--- config.mk ---
export PLATFORM = sky130hd
export DESIGN_NAME = tcs_ctrl
export DESIGN_NICKNAME = d
export VERILOG_FILES = /design/src/hw/rtl/timestamp_column_search_core_assert.svh /design/src/hw/rtl/tcs_pkg.sv /design/src/hw/rtl/tcs_ctrl.sv
export SDC_FILE = /design/constraint.sdc
export NUM_CORES = 1
export LEC_CHECK = 0
export ABC_AREA = 1
export BUFFER_PORTS_ARGS = -buffer_cell sky130_fd_sc_hd__buf_2
export CAP_MARGIN = 20
export CORE_MARGIN = 2
export CORE_UTILIZATION = 25
export DETAILED_ROUTE_END_ITERATION = 8
export REMOVE_ABC_BUFFERS = 1
export SLEW_MARGIN = 30
export SYNTH_ARGS = -nofsm -noshare
export SYNTH_HDL_FRONTEND = slang
export SYNTH_SLANG_ARGS = --single-unit
--- constraint.sdc ---
create_clock -name clock -period 2.15 [get_ports clock]
set_input_delay 0.645 -clock clock [delete_from_list [all_inputs] [get_ports clock]]
set_output_delay 0.645 -clock clock [all_outputs]
set_load 0.03 [all_outputs]
--- src/hw/rtl/timestamp_column_search_core_assert.svh ---
// Assertion macros for the timestamp column search core top level
`ifndef TIMESTAMP_COLUMN_SEARCH_CORE_ASSERT_SVH
`define TIMESTAMP_COLUMN_SEARCH_CORE_ASSERT_SVH

`ifndef NO_ASSERTIONS
// Same-cycle implication
`define TCS_ASSERT_IMPLIES(lbl, clk, rst, ante, cons) \
   lbl: assert property (@(posedge clk) disable iff (rst) (ante) |-> (cons)) \
      else $error("timestamp column search assertion failed");
// Next-cycle implication
`define TCS_ASSERT_NEXT(lbl, clk, rst, ante, cons) \
   lbl: assert property (@(posedge clk) disable iff (rst) (ante) |=> (cons)) \
      else $error("timestamp column search assertion failed");
`else
`define TCS_ASSERT_IMPLIES(lbl, clk, rst, ante, cons)
`define TCS_ASSERT_NEXT(lbl, clk, rst, ante, cons)
`endif

`endif

--- src/hw/rtl/tcs_pkg.sv ---
// Shared constants, codes and controller/datapath interface types
`timescale 1ns / 1ps
package tcs_pkg;

   localparam int DEPTH       = 1024;
   localparam int NARROW_BITS = 32;
   localparam int TIME_W      = 64;
   localparam int POS_W       = 10;
   localparam int IDX_W       = 11;
   localparam int FUNC_W      = 2;
   localparam int STATUS_W    = 2;
   localparam int ADDR_W      = $clog2(DEPTH);
   localparam int CNT_W       = ADDR_W + 1;
   localparam int REQ_DATA_W  = ((TIME_W + POS_W + 7) / 8) * 8;
   localparam int RSP_DATA_W  = ((TIME_W + IDX_W + 7) / 8) * 8;

   typedef enum logic [FUNC_W-1:0] {
      FUNC_APPEND = 2'd0,
      FUNC_READ   = 2'd1,
      FUNC_UPPER  = 2'd2,
      FUNC_LOWER  = 2'd3
   } func_type;

   typedef enum logic [STATUS_W-1:0] {
      ST_OK       = 2'd0,
      ST_FULL     = 2'd1,
      ST_PAST_END = 2'd2
   } status_type;

   typedef enum logic [2:0] {
      S_IDLE,
      S_DECODE,
      S_READ_WAIT,
      S_SEARCH,
      S_PROMOTE_RD,
      S_PROMOTE_WR,
      S_APPEND_WIDE,
      S_DONE
   } state_type;

   typedef enum logic [3:0] {
      OP_NONE,
      OP_APPEND_FIRST,
      OP_APPEND_NARROW,
      OP_APPEND_WIDE,
      OP_READ_ISSUE,
      OP_SEARCH_START,
      OP_SEARCH_STEP,
      OP_PROMOTE_RD,
      OP_PROMOTE_WR
   } op_type;

   typedef enum logic [2:0] {
      RES_OK,
      RES_FULL,
      RES_PAST_END,
      RES_READ,
      RES_BOUND,
      RES_COUNT
   } res_type;

   typedef struct packed {
      logic    load_req;
      op_type  op;
      logic    res_load;
      res_type res_sel;
      logic    out_load;
   } cmd_type;

   typedef struct packed {
      func_type         func;
      logic             full;
      logic             wide;
      logic             count_zero;
      logic             pos_valid;
      logic             below_strict;
      logic             below_eq;
      logic             over;
      logic             step_last;
      logic             promote_last;
      logic [CNT_W-1:0] count;
   } stat_type;

endpackage

--- src/hw/rtl/tcs_ctrl.sv ---
// Controller state machine: sequences appends, reads, searches and promotion
`timescale 1ns / 1ps
module tcs_ctrl (
   input  logic              clock,
   input  logic              reset,
   input  logic              req_tvalid,
   output logic              req_tready,
   output logic              rsp_tvalid,
   input  logic              rsp_tready,
   input  tcs_pkg::stat_type stat,
   output tcs_pkg::cmd_type  cmd
);

   tcs_pkg::state_type state_ff;
   tcs_pkg::state_type state_in;
   logic               rsp_valid_ff;
   logic               rsp_valid_in;
   logic               zero_hit;

   always_ff @(posedge clock) begin
      if (reset) begin
         state_ff     <= tcs_pkg::S_IDLE;
         rsp_valid_ff <= 1'b0;
      end else begin
         state_ff     <= state_in;
         rsp_valid_ff <= rsp_valid_in;
      end
   end

   // narrow-mode key below the base (at or below it for a lower-bound search) ends the search at index zero
   assign zero_hit = (stat.func == tcs_pkg::FUNC_UPPER) ? stat.below_strict : stat.below_eq;

   always_comb begin
      cmd        = '0;
      cmd.op     = tcs_pkg::OP_NONE;
      cmd.res_sel = tcs_pkg::RES_OK;
      state_in   = state_ff;
      req_tready = 1'b0;
      unique case (state_ff)
         tcs_pkg::S_IDLE: begin
            req_tready = 1'b1;
            if (req_tvalid) begin
               cmd.load_req = 1'b1;
               state_in     = tcs_pkg::S_DECODE;
            end
         end
         tcs_pkg::S_DECODE: begin
            unique case (stat.func)
               tcs_pkg::FUNC_APPEND: begin
                  priority if (stat.full) begin
                     cmd.res_load = 1'b1;
                     cmd.res_sel  = tcs_pkg::RES_FULL;
                     state_in     = tcs_pkg::S_DONE;
                  end else if (stat.wide) begin
                     cmd.op       = tcs_pkg::OP_APPEND_WIDE;
                     cmd.res_load = 1'b1;
                     state_in     = tcs_pkg::S_DONE;
                  end else if (stat.count_zero) begin
                     cmd.op       = tcs_pkg::OP_APPEND_FIRST;
                     cmd.res_load = 1'b1;
                     state_in     = tcs_pkg::S_DONE;
                  end else if (stat.below_strict || stat.over) begin
                     state_in = tcs_pkg::S_PROMOTE_RD;
                  end else begin
                     cmd.op       = tcs_pkg::OP_APPEND_NARROW;
                     cmd.res_load = 1'b1;
                     state_in     = tcs_pkg::S_DONE;
                  end
               end
               tcs_pkg::FUNC_READ: begin
                  if (stat.pos_valid) begin
                     cmd.op   = tcs_pkg::OP_READ_ISSUE;
                     state_in = tcs_pkg::S_READ_WAIT;
                  end else begin
                     cmd.res_load = 1'b1;
                     cmd.res_sel  = tcs_pkg::RES_PAST_END;
                     state_in     = tcs_pkg::S_DONE;
                  end
               end
               tcs_pkg::FUNC_UPPER, tcs_pkg::FUNC_LOWER: begin
                  priority if (stat.count_zero) begin
                     cmd.res_load = 1'b1;
                     state_in     = tcs_pkg::S_DONE;
                  end else if (stat.wide) begin
                     cmd.op   = tcs_pkg::OP_SEARCH_START;
                     state_in = tcs_pkg::S_SEARCH;
                  end else if (zero_hit) begin
                     cmd.res_load = 1'b1;
                     state_in     = tcs_pkg::S_DONE;
                  end else if (stat.over) begin
                     cmd.res_load = 1'b1;
                     cmd.res_sel  = tcs_pkg::RES_COUNT;
                     state_in     = tcs_pkg::S_DONE;
                  end else begin
                     cmd.op   = tcs_pkg::OP_SEARCH_START;
                     state_in = tcs_pkg::S_SEARCH;
                  end
               end
               default: state_in = tcs_pkg::S_IDLE;
            endcase
         end
         tcs_pkg::S_READ_WAIT: begin
            cmd.res_load = 1'b1;
            cmd.res_sel  = tcs_pkg::RES_READ;
            state_in     = tcs_pkg::S_DONE;
         end
         tcs_pkg::S_SEARCH: begin
            cmd.op = tcs_pkg::OP_SEARCH_STEP;
            if (stat.step_last) begin
               cmd.res_load = 1'b1;
               cmd.res_sel  = tcs_pkg::RES_BOUND;
               state_in     = tcs_pkg::S_DONE;
            end
         end
         tcs_pkg::S_PROMOTE_RD: begin
            cmd.op   = tcs_pkg::OP_PROMOTE_RD;
            state_in = tcs_pkg::S_PROMOTE_WR;
         end
         tcs_pkg::S_PROMOTE_WR: begin
            cmd.op   = tcs_pkg::OP_PROMOTE_WR;
            state_in = stat.promote_last ? tcs_pkg::S_APPEND_WIDE : tcs_pkg::S_PROMOTE_RD;
         end
         tcs_pkg::S_APPEND_WIDE: begin
            cmd.op       = tcs_pkg::OP_APPEND_WIDE;
            cmd.res_load = 1'b1;
            state_in     = tcs_pkg::S_DONE;
         end
         tcs_pkg::S_DONE: begin
            if (!rsp_valid_ff || rsp_tready) begin
               cmd.out_load = 1'b1;
               state_in     = tcs_pkg::S_IDLE;
            end
         end
         default: state_in = tcs_pkg::S_IDLE;
      endcase
   end

   assign rsp_valid_in = cmd.out_load | (rsp_valid_ff & ~rsp_tready);
   assign rsp_tvalid   = rsp_valid_ff;

endmodule

# Word-level counts from Yosys, hierarchy flattened
# Cells that the tools add are included.
word_totals:
  regBits: 4
  inputBits: 26
classes:
  eq_ne: 13
  n_mux: 44
  bitwise_logic: 3
  n_reduce_logical: 8
op_table:
  columns: ["operator", "count"]
  rows:
  - ["3-bit 2-to-1 mux", 21]
  - ["8-bit case mux with 3 select lines", 1]
  - ["3-bit case mux with 7 select lines", 1]
  - ["4-bit 2-to-1 mux", 5]
  - ["4-bit case mux with 5 select lines", 1]
  - ["3-bit case mux with 3 select lines", 2]
  - ["3-bit equality test, second input constant", 4]
  - ["1-bit 2-to-1 mux", 10]
  - ["3-bit by 2-bit equality test with 1-bit output, second input constant", 2]
  - ["2-bit != test, second input constant", 3]
  - ["2-bit equality test, second input constant", 2]
  - ["2-bit 2-to-1 mux", 2]
  - ["2-bit OR reduction", 2]
  - ["3-bit by 1-bit equality test with 1-bit output, second input constant", 1]
  - ["3-bit zero test", 1]
  - ["1-bit case mux with 3 select lines", 1]
  - ["3-bit AND reduction", 1]
  - ["2-bit by 1-bit equality test with 1-bit output, second input constant", 1]
  - ["2-bit zero test", 1]
  - ["1-bit logical OR", 2]
  - ["1-bit AND", 1]
  - ["1-bit zero test", 1]
  - ["1-bit NOT", 1]
  - ["1-bit bitwise OR", 1]

# Longest topological paths before layout
# Gate-level depths: netlist of the first run.
logic_depth:
  depth_word: 7
  mapped_depth: 9

# Least setup slack after synthesis of the first run
# Ideal clock, no wire load.
synth_timing:
  kind: "input-to-output"
  startpoint: "input port stat[21] (netlist name)"
  endpoint: "output port cmd[2] (netlist name)"
  t_arrival_ns: 1.540
  required_time_ns: 1.505
  setup_slack_ns: -0.035
  cell_stages: 3
  n_path_buf: 0
  cell_sequence: "inv_1 > nand2_1 > o31ai_1"
synth_rtl:
  columns: ["item", "line_no", "rtl"]
  rows:
  - ["start: declaration", "tcs_ctrl.sv:10", "input tcs_pkg::stat_type stat,"]
  - ["end: declaration", "tcs_ctrl.sv:11", "output tcs_pkg::cmd_type cmd"]

==> impl_metrics.py, run 1 <==
metrics = {
    "timing": {
        "timing.slew.headroom": 0.772,
        "setup_repair_after_global_routing_missed_its_margin": "yes",
        "maxClockFrequency_mhz": 471,
        "min_period_ps": 2120,
        "setup_viol": 0,
        "worst_pin_slew_ps": 342,
        "skew_ps": 1.53,
        "holdWs_ps": 594,
        "finalHoldViolCount": 0,
        "drv_slew": 0,
        "final_worst_path_cycle_share": 0.987,
    },
    "critical_path": {
        "timing.critical_path.slowest_cell_delay_ps": 180,
        "critical_path.most_common_cell": "nand2_2",
        "cp_cell_sequence": "buf_6 -> inv_2 -> nand2_2 -> nand2_2 -> nand3_2 -> nand2_1 -> nand2_2 -> o21bai_1 -> buf_4",
        "timing.critical_path.arrival_ps": 1480,
        "end_kind": "output port",
        "critical_path.reg2reg.endpoint": "state_ff[1]",
        "cpMaxStageDelayCell": "buf_4",
        "r2r_setup_slack_ps": 920,
        "crit_type": "in -> out",
        "critical_path.reg2reg.startpoint": "state_ff[2]",
        "critical_path_required_ps": 1500,
        "reg2regPathDepth": 6,
        "start_kind": "input port",
        "worstPathMaxFanout": 3,
        "critPathBufInv": 3,
        "crit_family": "buffers and inverters",
    },
    "power_and_ir_drop": {
        "power.total_mw": 0.894,
        "power.static_leakage_nw": 0.449,
        "peakVddDrop_v": 0.000441,
        "power-per-cell-area_nw_per_um2": 1050,
    },
    "synthesis": {
        "synth.mux.area_fraction": 0,
        "syn_avg_cell_area_um2": 5.48,
        "netlist_area_um2": 548,
        "synth-warning-count": 0,
        "synth_register_bits": 4,
        "synth_largest_area_cell": "nand2_1",
        "synth_compound_gate_area_share": 0.155,
        "syn-instance-count": 100,
        "synth_top_area_frac": 0.205,
        "synth_area_leaders": "nand2_1, dfxtp_1, inv_1, nand3_1, nor2_1",
        "adder_cell_fraction_of_synth_area": 0,
        "dominant_combinational_cell_family_by_area_after_synthesis": "simple AND/OR/NAND/NOR gates",
        "ys_seq_area_frac": 0.146,
        "synthXorXnorAreaFrac": 0,
        "synth.lib_cells_used.distinct": 24,
        "synth_simple_gate_area_share": 0.514,
    },
    "clock_network": {
        "clock-sinks": 4,
        "path_clk_slew_ps": 30,
        "clk-insertion-delay-late_ps": 230,
        "ctsLongestPathBuffers": 2,
        "tritoncts.num_buffers": 3,
        "cts_tree": "yes",
        "clockRootBuffer": "clkbuf_4",
        "cts_htree_levels": 1,
    },
    "cells_and_area": {
        "antenna_cells": 0,
        "mostFrequentLayoutCells": "nand2_1, buf_2, inv_1",
        "layout-drive-gt1-share": 0.500,
        "final_area_um2": 848,
        "finish.cell_count_without_fillers": 161,
        "nets": 162,
        "num-fill-cells": 229,
        "finish.utilization": 0.420,
        "layout.cells.most_common": "nand2_1",
        "area_added_between_synthesis_and_finish_pct": 54.8,
    },
    "min_path": {
        "timing.hold.worst_endpoint": "state_ff[1]",
        "timing.hold.worst_path_depth": 2,
        "worstHoldPathType": "in -> reg",
        "hold_path_startpoint": "reset",
    },
    "placed_design": {
        "placed_cells": 154,
        "placed_cell_area_um2": 712,
        "port_buffers": 26,
        "finalWeightedCongestion": 0.794,
        "dp.final_hpwl_um": 1160,
    },
    "drt": {
        "route.detailed.drc": 0,
        "postRouteAntennaNets": 0,
        "post_drt_wl_per_cell_um": 9.63,
        "route.vias.total": 697,
        "detail_route.iter0.violations": 6,
        "detailedRoute.firstPassIterationCount": 4,
        "drt_wl_total_um": 1550,
        "vias_per_cell": 4.33,
    },
    "die": {
        "floorplan.die_area_um2": 2580,
        "io-pin-count": 38,
        "chipWidth_um": 50.8,
        "initial_core_util": 0.271,
        "dieHeight_um": 50.8,
        "core.rowCount": 16,
        "area_of_the_placeable_core_um2": 2020,
    },
    "global_route": {
        "grt_pass1_vias": 611,
        "grtUsageTotal": 0.117,
        "first_pass_grt_wire_length_um": 2390,
        "grt_max_degree": 9,
        "globalRouteOverflowTotal": 0,
        "initial_antenna_violation_count": 0,
    },
    "outcome": {
        "outcome": "finished clean",
    },
    "run": {
        "max-cap-violations": 0,
    },
}
-- metal layers --
| layer | GRT usage | routed length, um |
|---|---|---|
| met5 | 0 | 0 |
| met4 | 0.0405 | 0 |
| met3 | 0.0205 | 39 |
| met2 | 0.186 | 819 |
| met1 | 0.157 | 691 |
-- repair_timing --
item,in CTS,in global routing
hold buffers,0,0
setup endpoints to repair,5,6
pin swaps,1,6
buffers inserted,0,4
gates resized for setup,5,27
endpoints found under the hold margin,0,0
-- worst max-delay path by stage --
| stage | startpoint | end | cells after the start | slack (ps) |
|---|---|---|---|---|
| 5_1_grt | state_ff[1] | cmd[2] | 6 | -40 |
| 3_3_place_gp | stat[20] | cmd[4] | 9 | -70 |
| 2_1_floorplan | stat[21] | cmd[2] | 3 | -40 |
| 6_report | stat[20] | cmd[4] | 9 | 30 |
| 4_1_cts | stat[17] | cmd[7] | 9 | 1 |
| 3_5_place_dp | stat[20] | cmd[4] | 9 | -40 |
-- report_power, final --
group | internal, mW | switching, mW
sequential | 0.106 | 0.0551
clock | 0.0621 | 0.0264
combinational | 0.245 | 0.399
-- logic make-up after synthesis --
| kind of cell | Yosys count |
|---|---|
| DFF | 4 |
| buffers and inverters | 23 |
| AOI/OAI and AO/OA | 14 |
| and+or+nand+nor | 59 |
-- state kept, by name, indices dropped and copies added (netlist names) --
signal	cells
rsp_tvalid	1
state_ff	3
-- Yosys cell counts --
cell,count
nor2_4,2
nor2_1,8
o21bai_1,1
buf_4,1
nor2_2,3
o31ai_1,1
o22ai_1,1
o21ai_1,1
nand4_1,1
nand2_2,3
a21oi_1,5
nand3b_1,1
inv_1,20
dfxtp_1,4
buf_8,1
nand3_2,2
inv_2,1
a21oi_2,1
nor3_1,1
o211ai_1,1
o21ai_0,1
nand3_1,8
nand2_1,30
a31oi_1,2
-- final cells by class --
cell class | count | area, um^2 | area share
Multi-Input combinational cell | 73 | 412 | 0.485
Timing Repair Buffer | 33 | 214 | 0.252
Sequential cell | 4 | 87.6 | 0.103
Inverter | 21 | 78.8 | 0.0929
Tap cell | 27 | 33.8 | 0.0398
Clock buffer | 3 | 22.5 | 0.0265
-- worst register-to-register path, stage by stage, from the launching register on --
cell	delay [ps]
dfxtp_1	510
inv_1	170
nand3_2	120
nand2_2	60
nor2_2	100
nand2_1	80
a21oi_2	110
-- per-stage QoR --
step | TNS [ps] | setup slack [ps]
final | 0 | 27.7
after global routing | -94.0 | -38.8
after CTS | 0 | 1.30
after detailed placement | -79.0 | -41.1
after global placement | -94.0 | -67.5
after floorplan | -35.2 | -35.2
Note: power is estimated with default switching activity, not from simulation.
==> run 2, diff against run 1 <==
--- a/config.mk
+++ b/config.mk
@@ -6,11 +6,13 @@
 export NUM_CORES = 1
 export LEC_CHECK = 0
 export ABC_AREA = 1
-export BUFFER_PORTS_ARGS = -buffer_cell sky130_fd_sc_hd__buf_2
+export BUFFER_PORTS_ARGS = -buffer_cell sky130_fd_sc_hd__buf_4
 export CAP_MARGIN = 20
-export CORE_MARGIN = 2
-export CORE_UTILIZATION = 25
+export CORE_AREA = 2 2 39 41
+export CTS_BUF_LIST = sky130_fd_sc_hd__clkbuf_4 sky130_fd_sc_hd__clkbuf_8
 export DETAILED_ROUTE_END_ITERATION = 8
+export DIE_AREA = 0 0 41 43
+export PLACE_DENSITY = 0.8
 export REMOVE_ABC_BUFFERS = 1
 export SLEW_MARGIN = 30
 export SYNTH_ARGS = -nofsm -noshare
==> impl_metrics.py, run 2 (synthesis results as in run 1) <==
metrics = {
    "outcome": {
        "outcome": "finished clean",
    },
    "cells_and_area": {
        "mostFrequentLayoutCells": "buf_4, nand2_1, inv_1",
        "layout-drive-gt1-share": 0.458,
        "nets": 159,
        "antenna_cells": 0,
        "finish.utilization": 0.607,
        "largest_register_ffs": 3,
        "finish.cell_count_without_fillers": 147,
        "area_added_between_synthesis_and_finish_pct": 53.2,
        "num-fill-cells": 134,
        "layout.cells.most_common": "buf_4",
        "regMostFlops": "state_ff",
        "final_area_um2": 840,
    },
    "min_path": {
        "worstHoldPathType": "in -> reg",
    },
    "power_and_ir_drop": {
        "power.share.clock": 0.107,
        "power.static_leakage_nw": 0.446,
        "power.switching_fraction": 0.534,
        "peakVddDrop_v": 0.000554,
        "net-switching-power_mw": 0.481,
        "power.internal_mw": 0.421,
        "comb_power_share": 0.716,
        "power_frac_seq": 0.177,
        "power-per-cell-area_nw_per_um2": 1070,
    },
    "run": {
        "max-cap-violations": 0,
    },
    "critical_path": {
        "cpMaxStageDelayCell": "buf_6",
        "timing.critical_path.slowest_cell_delay_ps": 130,
        "cp_cell_sequence": "buf_4 -> inv_1 -> nand3_2 -> nand3_2 -> nand2_2 -> nand2_2 -> nand2_1 -> nand3_2 -> buf_6",
        "timing.critical_path.arrival_ps": 1460,
        "critPathBufInv": 3,
        "end_kind": "output port",
        "crit_type": "in -> out",
        "worstPathMaxFanout": 3,
        "critical_path.most_common_cell": "nand3_2",
        "critical_path_required_ps": 1500,
        "start_kind": "input port",
        "crit_family": "simple AND/OR/NAND/NOR gates",
    },
    "placed_design": {
        "placed_cells": 142,
        "dp.final_hpwl_um": 1110,
        "finalWeightedCongestion": 0.780,
        "port_buffers": 26,
        "placed_cell_area_um2": 756,
        "dp_worst_setup_slack_ps": -19.3,
    },
    "global_route": {
        "use_met3": 0.0314,
        "globalRouteOverflowTotal": 0,
        "first_pass_grt_wire_length_um": 1940,
        "grt-busiest-layer": "met2",
        "global_route.usage.met1": 0.199,
        "grt_max_degree": 9,
        "grt_pass1_vias": 542,
        "initial_antenna_violation_count": 0,
        "grtUsageTotal": 0.159,
        "met2_usage": 0.244,
    },
    "die": {
        "chipWidth_um": 41,
        "floorplan.die_area_um2": 1760,
        "initial_core_util": 0.396,
        "area_of_the_placeable_core_um2": 1380,
        "dieHeight_um": 43,
        "io-pin-count": 38,
        "core.rowCount": 14,
    },
    "drt": {
        "route.vias.total": 713,
        "postRouteAntennaNets": 0,
        "vias_per_cell": 4.85,
        "detail_route.iter0.violations": 14,
        "drt_wl_total_um": 1430,
        "post_drt_wl_per_cell_um": 9.69,
        "route.detailed.drc": 0,
        "detailedRoute.firstPassIterationCount": 4,
    },
    "timing": {
        "worst_pin_slew_ps": 374,
        "drv_slew": 0,
        "final_worst_path_cycle_share": 0.981,
        "timing.slew.headroom": 0.750,
        "maxClockFrequency_mhz": 474,
        "finalHoldViolCount": 0,
        "skew_ps": 1.70,
        "setup_viol": 0,
        "holdWs_ps": 563,
        "setup_slack_ps": 41.8,
        "setup_repair_after_global_routing_missed_its_margin": "yes",
        "min_period_ps": 2110,
    },
    "clock_network": {
        "cts_tree": "yes",
        "ctsLongestPathBuffers": 2,
        "clock-sinks": 4,
        "cts_htree_levels": 1,
        "clockRootBuffer": "clkbuf_4",
        "path_clk_slew_ps": 40,
        "clk-insertion-delay-late_ps": 240,
        "tritoncts.num_buffers": 3,
        "cts.hold.buffers_added": 0,
    },
}
run 2: changes by cell type in the layout (fill, tap and decap cells not counted), sizes merged:
cell  delta
buf      -3
run 2: power by group through the flow:
stage               clock network [mW]  logic, mW  registers, mW
finish                          0.0968      0.646          0.160
global placement                     0      0.592          0.151
detailed placement                   0      0.600          0.152
CTS                              0.102      0.603          0.152
floorplan                            0      0.411          0.142
global route                     0.107      0.700          0.164
run 2: area by class of cell:
class                   instances  area, um^2  share of cell area
repair buffers                 30         233               0.277
multi-input cells              73         398               0.474
clock buffers                   3        22.5              0.0268
inverters                      21        81.3              0.0969
well taps                      16        20.0              0.0238
flip-flops and latches          4        85.1               0.101
run 2: layer usage:
metal / up-vias / wire [um]
met5: - / 0
met4: 0 / 21
met3: 2 / 80
met2: 25 / 743
met1: 310 / 579
li1: 376 / -
run 2: repair_timing:
action | in CTS | in global routing
resized for setup | 5 | 14
pin swaps | 3 | 3
setup buffers | 0 | 2
endpoints found under the setup margin | 4 | 5
run 2: final timing paths:
check / start / end / slack (ps) / cells after the start
setup reg to reg: state_ff[2] / state_ff[1] / 910 / 8
setup / recovery: stat[15] / cmd[7] / 40 / 9
hold reg to reg: state_ff[1] / rsp_tvalid / 620 / 2
hold / removal: reset / state_ff[1] / 560 / 2
run 2: stage by stage:
| stage | TNS [ps] | power (mW) |
|---|---|---|
| floorplan | -35.2 | 0.553 |
| global placement | -61.1 | 0.743 |
| detailed placement | -30.1 | 0.752 |
| CTS | 0 | 0.858 |
| global route | -61.4 | 0.971 |
| finish | 0 | 0.902 |
==> run 3, diff against run 2 <==
--- a/config.mk
+++ b/config.mk
@@ -12,7 +12,7 @@
 export CTS_BUF_LIST = sky130_fd_sc_hd__clkbuf_4 sky130_fd_sc_hd__clkbuf_8
 export DETAILED_ROUTE_END_ITERATION = 8
 export DIE_AREA = 0 0 41 43
-export PLACE_DENSITY = 0.8
+export PLACE_DENSITY = 0.88
 export REMOVE_ABC_BUFFERS = 1
 export SLEW_MARGIN = 30
 export SYNTH_ARGS = -nofsm -noshare
==> impl_metrics.py, run 3 (synthesis results as in run 1) <==
metrics = {
    "timing": {
        "timing.slew.headroom": 0.766,
        "setup_viol": 1,
        "drv_slew": 0,
        "setup_slack_ps": -1.32,
        "worst_pin_slew_ps": 351,
        "finalHoldViolCount": 0,
        "min_period_ps": 2150,
        "final_worst_path_cycle_share": 1.00,
        "setup_repair_after_global_routing_missed_its_margin": "yes",
        "maxClockFrequency_mhz": 465,
        "skew_ps": 5.48,
    },
    "cells_and_area": {
        "nets": 159,
        "num-fill-cells": 125,
        "register_area_um2": 82.6,
        "regMostFlops": "state_ff",
        "largest_register_ffs": 3,
        "finish.cell_count_without_fillers": 147,
        "layout-drive-gt1-share": 0.481,
        "area_added_between_synthesis_and_finish_pct": 55.7,
        "mostFrequentLayoutCells": "buf_4, nand2_1, inv_1",
        "antenna_cells": 0,
        "layout.cells.most_common": "buf_4",
        "multiInputGateArea_um2": 410,
        "finish.utilization": 0.617,
    },
    "clock_network": {
        "path_clk_slew_ps": 30,
        "cts_htree_levels": 1,
        "clock-sinks": 4,
        "cts_tree": "yes",
        "clk-insertion-delay-late_ps": 240,
        "tritoncts.num_buffers": 3,
        "clockRootBuffer": "clkbuf_4",
        "cts.hold.buffers_added": 0,
        "ctsLongestPathBuffers": 2,
    },
    "placed_design": {
        "dp.final_hpwl_um": 1180,
        "finalWeightedCongestion": 0.759,
        "port_buffers": 26,
        "placed_cells": 142,
        "dp_worst_setup_slack_ps": -33.5,
    },
    "critical_path": {
        "reg2regPathDepth": 6,
        "crit_type": "in -> out",
        "end_kind": "output port",
        "critical_path_required_ps": 1500,
        "critical_path.reg2reg.startpoint": "state_ff[2]",
        "start_kind": "input port",
        "worstPathMaxFanout": 3,
        "timing.critical_path.arrival_ps": 1510,
        "r2r_setup_slack_ps": 910,
        "critical_path.reg2reg.endpoint": "state_ff[1]",
    },
    "drt": {
        "detail_route.iter0.violations": 8,
        "detailedRoute.firstPassIterationCount": 6,
        "postRouteAntennaNets": 0,
        "post_drt_wl_per_cell_um": 10.9,
        "vias_per_cell": 5.03,
        "drt_wl_total_um": 1600,
        "route.detailed.drc": 0,
        "route.vias.total": 739,
    },
    "global_route": {
        "grt_pass1_vias": 615,
        "first_pass_grt_wire_length_um": 2170,
        "grt_max_degree": 9,
        "initial_antenna_violation_count": 0,
        "grtUsageTotal": 0.176,
        "globalRouteOverflowTotal": 0,
    },
    "min_path": {
        "timing.hold.worst_path_depth": 2,
        "worstHoldPathType": "in -> reg",
        "hold_path_startpoint": "reset",
        "timing.hold.worst_endpoint": "state_ff[1]",
    },
    "die": {
        "floorplan.die_area_um2": 1760,
        "chipWidth_um": 41,
        "dieHeight_um": 43,
        "core.rowCount": 14,
        "io-pin-count": 38,
        "initial_core_util": 0.396,
        "area_of_the_placeable_core_um2": 1380,
    },
    "power_and_ir_drop": {
        "peakVddDrop_v": 0.000545,
        "power-per-cell-area_nw_per_um2": 1050,
        "power.static_leakage_nw": 0.443,
    },
    "run": {
        "max-cap-violations": 0,
    },
    "outcome": {
        "violations": "negative setup slack",
        "outcome": "finished with violations",
    },
}
[run 3: layout make-up]
type	count	share of cell area
repair buffers	30	0.277
multi-input cells	73	0.481
well taps	16	0.0235
inverters	21	0.0953
clock buffers	3	0.0264
flip-flops and latches	4	0.0968
[run 3: metal layers]
layer  routed length [um]  GRT usage
met4                   14     0.0800
met1                  590      0.176
met2                  904      0.322
met5                    0          0
met3                   86     0.0314
[run 3: per-stage QoR]
step / power [mW] / hold slack [ps] / setup TNS [ps] / cell area [um^2]
final: 0.898 / 576 / -1.32 / 853
after global routing: 0.962 / 566 / -94.1 / 853
after CTS: 0.857 / 578 / 0 / 793
after detailed placement: 0.753 / 642 / -44.6 / 756
after global placement: 0.739 / 619 / -27.2 / 756
after floorplan: 0.553 / 613 / -35.2 / 526
[run 3: critical path, cell delays in order]
cell and delay, ps:
buf_4 100, inv_1 90, nand3_1 140, nand3_2 130, nand2_2 50, nand2_2 70, nand2_1 60, nand3_1 80
buf_6 130
[run 3: report_power, final]
part	switching [mW]	internal, mW
combinational	0.401	0.248
sequential	0.0539	0.101
clock	0.0316	0.0625
total	0.487	0.411
[run 3: timing repair]
item / in CTS / in global routing
buffers inserted: 0 / 2
endpoints found under the setup margin: 4 / 5
resized for setup: 6 / 17
pin swaps: 2 / 5
[run 3: how the worst max path moves through the flow]
stage	from	end	slack, ps
floorplan	stat[21]	cmd[2]	-40
global placement	stat[20]	cmd[4]	-20
detailed placement	stat[17]	cmd[7]	-30
CTS	stat[17]	cmd[1]	7
global route	stat[15]	cmd[4]	-30
finish	stat[15]	cmd[7]	-1
